File: src/rtl/core/vlos_pkg.sv
// Shared types and constants for the voxel line-of-sight check unit.
package vlos_pkg;

  // Fixed field widths
  localparam int COORD_W    = 6;
  localparam int LABEL_W    = 2;
  localparam int CFG_W      = 7;
  localparam int CFG_ADDR_W = 2;
  localparam int IN_DATA_W  = 40;
  localparam int OUT_DATA_W = 8;

  // Labels
  localparam logic [LABEL_W-1:0] BACKGROUND_LABEL = 2'd0;
  localparam logic [LABEL_W-1:0] GREY_LABEL       = 2'd3;

  // Operation carried on in_tuser
  localparam logic OP_WRITE = 1'b0;
  localparam logic OP_QUERY = 1'b1;

  // Configuration register indexes
  localparam logic [CFG_ADDR_W-1:0] CFG_SLICES = 2'd0;
  localparam logic [CFG_ADDR_W-1:0] CFG_ROWS   = 2'd1;
  localparam logic [CFG_ADDR_W-1:0] CFG_COLS   = 2'd2;

  localparam logic [CFG_W-1:0] CFG_RESET_SIZE = 7'd64;

  // Which point a scan read refers to
  typedef enum logic [1:0] {
    SEL_EP1    = 2'd0,
    SEL_EP2    = 2'd1,
    SEL_SAMPLE = 2'd2
  } vlos_sel_t;

  // Commands from the controller to the datapath
  typedef struct packed {
    logic      clear;      // write background at the clear address, advance
    logic      load;       // capture the input beat
    logic      mem_write;  // store the captured label
    logic      mul;        // axis setup, first step
    logic      prep;       // axis setup, second step
    logic      issue;      // push one point into the read pipeline
    vlos_sel_t sel;        // which point to push
    logic      out_load;   // load the result register
  } vlos_cmd_t;

  // Status from the datapath to the controller
  typedef struct packed {
    logic clear_last;
    logic pipe_busy;
    logic out_free;
  } vlos_sts_t;

endpackage

File: src/rtl/core/vlos_ctrl.sv
// Controller: sequences clear sweep, label writes and query scans.
module vlos_ctrl #(
  parameter int SAMPLE_STEPS = 50
) (
  input  logic                clk,
  input  logic                rst_n,
  input  logic                in_tvalid,
  input  logic                in_tuser,
  output logic                in_tready,
  input  vlos_pkg::vlos_sts_t sts,
  output vlos_pkg::vlos_cmd_t cmd
);
  import vlos_pkg::*;

  localparam int LAST_ISSUE = SAMPLE_STEPS + 2;
  localparam int CNT_W      = $clog2(SAMPLE_STEPS + 3);
  localparam logic [CNT_W-1:0] LAST_CNT = CNT_W'(LAST_ISSUE);

  typedef enum logic [7:0] {
    ST_CLEAR = 8'b0000_0001,
    ST_IDLE  = 8'b0000_0010,
    ST_WRITE = 8'b0000_0100,
    ST_MUL   = 8'b0000_1000,
    ST_PREP  = 8'b0001_0000,
    ST_SCAN  = 8'b0010_0000,
    ST_DRAIN = 8'b0100_0000,
    ST_DONE  = 8'b1000_0000
  } state_t;

  state_t           state_r, state_nxt;
  logic [CNT_W-1:0] cnt_r, cnt_nxt;

  // Next state and commands
  always_comb begin
    state_nxt = state_r;
    cnt_nxt   = cnt_r;
    cmd       = '0;
    cmd.sel   = SEL_EP1;
    in_tready = 1'b0;
    case (state_r)
      ST_CLEAR: begin
        cmd.clear = 1'b1;
        if (sts.clear_last) begin
          state_nxt = ST_IDLE;
        end
      end
      ST_IDLE: begin
        in_tready = 1'b1;
        cmd.load  = in_tvalid;
        if (in_tvalid) begin
          state_nxt = (in_tuser == OP_QUERY) ? ST_MUL : ST_WRITE;
        end
      end
      ST_WRITE: begin
        cmd.mem_write = 1'b1;
        state_nxt     = ST_DONE;
      end
      ST_MUL: begin
        cmd.mul   = 1'b1;
        state_nxt = ST_PREP;
      end
      ST_PREP: begin
        cmd.prep  = 1'b1;
        cnt_nxt   = '0;
        state_nxt = ST_SCAN;
      end
      ST_SCAN: begin
        cmd.issue = 1'b1;
        if (cnt_r == CNT_W'(0)) begin
          cmd.sel = SEL_EP1;
        end else if (cnt_r == CNT_W'(1)) begin
          cmd.sel = SEL_EP2;
        end else begin
          cmd.sel = SEL_SAMPLE;
        end
        cnt_nxt = cnt_r + 1'b1;
        if (cnt_r == LAST_CNT) begin
          state_nxt = ST_DRAIN;
        end
      end
      ST_DRAIN: begin
        if (!sts.pipe_busy) begin
          state_nxt = ST_DONE;
        end
      end
      ST_DONE: begin
        if (sts.out_free) begin
          cmd.out_load = 1'b1;
          state_nxt    = ST_IDLE;
        end
      end
      default: begin
        state_nxt = ST_CLEAR;
      end
    endcase
  end

  always_ff @(posedge clk) begin
    if (!rst_n) begin
      state_r <= ST_CLEAR;
      cnt_r   <= '0;
    end else begin
      state_r <= state_nxt;
      cnt_r   <= cnt_nxt;
    end
  end

`ifndef SYNTHESIS
  a_idle_pipe_empty: assert property (@(posedge clk) disable iff (!rst_n)
    in_tready |-> !sts.pipe_busy)
    else $error("input taken while reads are in flight");
  a_issue_in_range: assert property (@(posedge clk) disable iff (!rst_n)
    cmd.issue |-> (cnt_r <= LAST_CNT))
    else $error("scan counter ran past the last sample");
  a_scan_then_drain: assert property (@(posedge clk) disable iff (!rst_n)
    (cmd.issue && (cnt_r == LAST_CNT)) |=> (state_r == ST_DRAIN))
    else $error("scan did not end after the last sample");
`endif

endmodule

File: config.mk
export PLATFORM = sky130hd
export DESIGN_NAME = vlos_ctrl
export DESIGN_NICKNAME = d
export VERILOG_FILES = /design/src/rtl/core/vlos_pkg.sv /design/src/rtl/core/vlos_ctrl.sv
export SDC_FILE = /design/constraint.sdc
export NUM_CORES = 1
export LEC_CHECK = 0
export BUFFER_PORTS_ARGS = -buffer_cell sky130_fd_sc_hd__buf_2
export CAP_MARGIN = 20
export CORE_MARGIN = 2
export CORE_UTILIZATION = 45
export CTS_CLUSTER_SIZE = 30
export DETAILED_ROUTE_END_ITERATION = 16
export PLACE_DENSITY = 0.63
export SYNTH_ARGS = -nofsm -noshare
export SYNTH_HDL_FRONTEND = slang
export SYNTH_SLANG_ARGS = --single-unit
File: constraint.sdc
create_clock -name clk -period 3.4 [get_ports clk]
set_clock_uncertainty 0.2 [all_clocks]
set_input_delay 0.17 -clock clk [delete_from_list [all_inputs] [get_ports clk]]
set_output_delay 0.17 -clock clk [all_outputs]
set_load 0.02 [all_outputs]
==> After elaboration in Yosys (flattened, before gate mapping) <==
Index checks and enable logic that the tools add are counted.
{ "totals": {"output_inout_bits": 10, "word_cells": 40, "ff_bits": 14, "inputBits": 7} }
{ "op_classes": {"muxes": 19, "addsub": 1, "reduce_logical": 3, "eq_ne": 15} }
{ "op_table": {"columns": ["operator", "n"], "rows": [
  ["8-bit one-hot mux with 8 select lines", 1],
  ["8-bit 2-to-1 mux", 5],
  ["6-bit one-hot mux with 2 select lines", 1],
  ["2-bit inequality test (second input constant)", 5],
  ["8-bit by 1-bit equality test with 1-bit output (second input constant)", 1],
  ["8-bit by 2-bit equality test with 1-bit output (second input constant)", 1],
  ["8-bit by 3-bit equality test with 1-bit output (second input constant)", 1],
  ["8-bit by 4-bit equality test with 1-bit output (second input constant)", 1],
  ["8-bit by 5-bit equality test with 1-bit output (second input constant)", 1],
  ["8-bit by 6-bit equality test with 1-bit output (second input constant)", 1],
  ["8-bit by 7-bit equality test with 1-bit output (second input constant)", 1],
  ["8-bit equality test (second input constant)", 1],
  ["1-bit 2-to-1 mux", 8],
  ["6-bit by 1-bit adder with 6-bit output (second input constant)", 1],
  ["6-bit by 1-bit equality test with 1-bit output (second input constant)", 1],
  ["6-bit equality test (second input constant)", 1],
  ["6-bit logical NOT", 1],
  ["5-bit AND reduction", 1],
  ["2-bit 2-to-1 mux", 2],
  ["4-bit 2-to-1 mux", 1],
  ["3-bit 2-to-1 mux", 1],
  ["2-bit nonzero test", 1]
]} }

==> Logic depth before layout (Yosys ltp) <==
{ "depth": {"ltp_word": 4, "mapped_depth": 7, "mapped_depth_nobuf": 7} }

==> Worst setup path after synthesis <==
Ideal clock, no wire load.
{ "synth_timing": {"path_type": "register to register", "startpoint": "register state_r[7]", "endpoint": "register state_r[0]", "stages_incl_launch_ff": 6, "setup_slack_ns": 0.877, "required_ns": 3.073, "setup_ns": 0.127, "n_path_buf": 0, "t_arrival_ns": 2.196, "period_less_slack_ns": 2.523, "path_cell_list": "dfxtp_1 -> or4_4 -> nor4_1 -> a211o_1 -> nor3_1 -> or3_1"} }
{ "synth_between": {"elab_chain_len": 3, "word_cells_on_any_way": 15, "classes_between": "13 x eq/ne; 1 x mux; 1 x reduce/logical"} }
{ "synth_lines": {"columns": ["item", "line_no", "rtl"], "rows": [
  ["start: declaration", "vlos_ctrl.sv:30", "state_t state_r, state_nxt;"],
  ["start signal: assignment", "vlos_ctrl.sv:103", "state_r <= state_nxt;"],
  ["8-bit by 6-bit equality test with 1-bit output (tied with other cells)", "vlos_ctrl.sv:40", "case (state_r)"],
  ["2-bit inequality test (no source line)", null, null],
  ["5-bit AND reduction (no source line)", null, null]
]} }
Parallel ways exist; a longest one is shown, timed or not.
A chain may end at the register's enable or synchronous reset.

==> results.py <==
metrics = {
    "status": {
        "status": "complete, no violations",
    },
    "power_and_ir_drop": {
        "combPwrFrac_pct": 25.8,
        "power_density_nw_per_um2": 387,
        "power.internal_mw": 0.282,
        "switching_share_pct": 31.7,
        "p_sw_mw": 0.131,
        "p_seq_share_pct": 44.4,
        "power_leakage_nw": 0.441,
        "irDropWorstVdd_uv": 227,
        "p_clk_share_pct": 29.7,
        "power_mw": 0.412,
    },
    "synthesis": {
        "synthTopCellsByCount": "dfxtp_1 (14), nor2_1 (12), nand2_1 (7)",
        "synth_most_common_cell": "dfxtp_1",
        "async_reset_ff_share_pct": 0,
        "synth_top_area_share_pct": 30.7,
        "ys_top_cells_by_area": "dfxtp_1 (31%), nor2_1 (4.9%), ha_1 (4.1%)",
        "syn_inst": 116,
        "synthesis.nets": 126,
        "synth_ff_type": "dfxtp_1",
        "syn_area_um2": 912,
        "synth_edf_count": 0,
        "synth_warnings": 0,
        "ys_seq_area_share_pct": 30.7,
        "synth_cell_type_count": 36,
        "synth_area_per_cell_um2": 7.86,
        "synth_top_area_cell": "dfxtp_1",
        "ys_ff_latch": 14,
    },
    "clock_network": {
        "postCtsSetupBuffers": 0,
        "clkSinkCount": 14,
        "clk_path_buf_depth": 2,
        "h-tree-depth": 1,
        "cts_buffers": 3,
        "cts_hold_buf": 2,
        "cts_tree": "yes",
        "cts_root_buf": "clkbuf_4",
        "cts-resized-gates": 0,
        "insertion_delay_ns": 0.28,
        "path_clk_slew_ns": 0.09,
    },
    "critical_path": {
        "cp-start-kind": "flip-flop",
        "r2r_end": "state_r[6]$_SDFFE_PN0P_",
        "critPathTopFamily": "simple AND/OR/NAND/NOR gates",
        "crit_buf_inv": 1,
        "cp_max_fo": 6,
        "worstPathCellList": "or4_4, nor4_2, and4b_1, buf_2",
        "endpoint_kind": "output pin",
        "required_ns": 3.03,
        "r2r_cells": 5,
        "critPathKind": "flip-flop to output pin",
        "reg2reg_slack_ns": 1.06,
        "slowest_stage": "or4_4",
        "r2r-start": "state_r[7]$_SDFFE_PN0P_",
        "cpPeakStageDelay_ns": 0.58,
        "worstPathArrival_ns": 2.13,
        "crit_start": "state_r[7]$_SDFFE_PN0P_",
    },
    "detailed_routing": {
        "drtPass1Iterations": 4,
        "ant_nets": 0,
        "drtIter0Drc": 17,
        "wl_um": 2060,
        "drcViolationCount": 0,
        "vias": 924,
        "wirelength_met1_um": 910,
        "dr_wl_met3_um": 82,
        "viasPerCell": 5.74,
        "routedWlPerCell_um": 12.8,
        "wl_met2_um": 1030,
        "routed.top_layer": "met4",
    },
    "final_layout": {
        "final_cells": 161,
        "drive_gt1_share_pct": 17.9,
        "area_growth_pct": 16.9,
        "diodes": 0,
        "design_area_um2": 1070,
        "fillers": 217,
        "fin_nets": 145,
        "post-route-util_pct": 54.9,
    },
    "worst_hold_path": {
        "min_to": "state_r[0]$_SDFFE_PN1P_",
        "hp-class": "input pin to flip-flop",
        "whs_path_depth": 3,
        "min-delay-start": "sts[2]",
    },
    "placed_design": {
        "placed_cell_area_um2": 1010,
        "hpwl_um": 1560,
        "portBuffers": 16,
        "dp_slack_ns": 1.07,
        "gp_congestion": 0.864,
        "post-place-cells": 155,
    },
    "die": {
        "die_h_um": 49.0,
        "die_w_um": 49.0,
        "rows": 16,
        "die-area_um2": 2400,
        "fp.coreArea_um2": 1940,
        "initial_core_util_pct": 47.0,
        "io_pins": 17,
    },
    "grt": {
        "grt_usage_pct": 19.9,
        "grt_pass1_vias": 865,
        "overflow": 0,
        "grt_max_degree": 19,
        "antenna_found_initial": 0,
        "grt_pass1_wl_um": 3730,
    },
    "sta": {
        "hold_ws_ns": 0.0232,
        "maxSlewHeadroom_pct": 47.9,
        "slew_violations": 0,
        "fin_crit_sh_pct": 73.5,
        "finalSetupTns_ns": 0,
        "setup_viol": 0,
        "min_period_ns": 2.50,
        "fmaxAchievable_ghz": 0.400,
        "rsz0062_at_grt": "no",
        "tightest_slew_ns": 0.775,
        "final.setup.worst_slack_ns": 0.902,
        "hold_viol_final": 0,
    },
    "job": {
        "drv_cap": 0,
    },
}
## worst max path at each step
| stage | end | slack [ns] | depth (start not counted) |
|---|---|---|---|
| floorplan | state_r[0]$_SDFFE_PN1P_ | 0.88 | 5 |
| global placement | state_r[6]$_SDFFE_PN0P_ | 1.08 | 5 |
| detailed placement | state_r[6]$_SDFFE_PN0P_ | 1.07 | 5 |
| CTS | cmd[1] | 0.90 | 4 |
| global route | cmd[7] | 0.72 | 4 |
| finish | cmd[1] | 0.90 | 4 |
## final cells by class
cell class / instances / area [um2] / area share, %
Inverter: 7 / 26.3 / 2.46
Multi-Input combinational cell: 91 / 589 / 55.3
Sequential cell: 14 / 280 / 26.3
Timing Repair Buffer: 18 / 100 / 9.39
Clock buffer: 4 / 36.3 / 3.40
Tap cell: 27 / 33.8 / 3.17
## per-layer routing
metal	GRT usage, %	up-vias
li1	-	472
met1	23.3	430
met2	34.7	17
met3	3.99	5
met4	9.05	0
met5	0	-
## flip-flops by register name (all words and copies together) (netlist names)
signal and cells:
state_r 8, cnt_r 6
## logic make-up after synthesis
| kind of cell | count (synthesis) | synth area share [%] |
|---|---|---|
| AOI/OAI and AO/OA | 24 | 18.2 |
| adders and majority gates | 3 | 4.12 |
| buffers and inverters | 11 | 4.66 |
| DFF | 14 | 30.7 |
| muxes | 2 | 2.33 |
| and+or+nand+nor | 62 | 39.9 |
## cell usage in the layout, fill, tap and decap left out, types with 3 or more instances in the layout
master / netlist / final
a21oi_1: 6 / 6
and2_1: 4 / 4
buf_2: 1 / 16
clkbuf_4: 0 / 3
dfxtp_1: 14 / 14
ha_1: 3 / 3
inv_1: 6 / 6
nand2_1: 7 / 7
nand2b_1: 6 / 6
nand3_1: 6 / 6
nand4b_1: 4 / 4
nor2_1: 12 / 12
nor3_1: 4 / 4
nor3b_1: 4 / 4
nor4_1: 5 / 5
o21ai_0: 6 / 6
## power groups by stage
| stage | clock, mW | combinational (mW) | sequential [mW] |
|---|---|---|---|
| 2_1_floorplan | 0 | 0.0820 | 0.184 |
| 3_3_place_gp | 0 | 0.104 | 0.187 |
| 3_5_place_dp | 0 | 0.105 | 0.186 |
| 4_1_cts | 0.127 | 0.107 | 0.183 |
| 5_1_grt | 0.134 | 0.120 | 0.185 |
| 6_report | 0.123 | 0.107 | 0.183 |
## tightest hold or removal path, cell delays in order
cell	delay (ns)
buf_2	0.11
nor2_1	0.09
or3_1	0.11
Note: power is estimated with default switching activity, not from simulation.
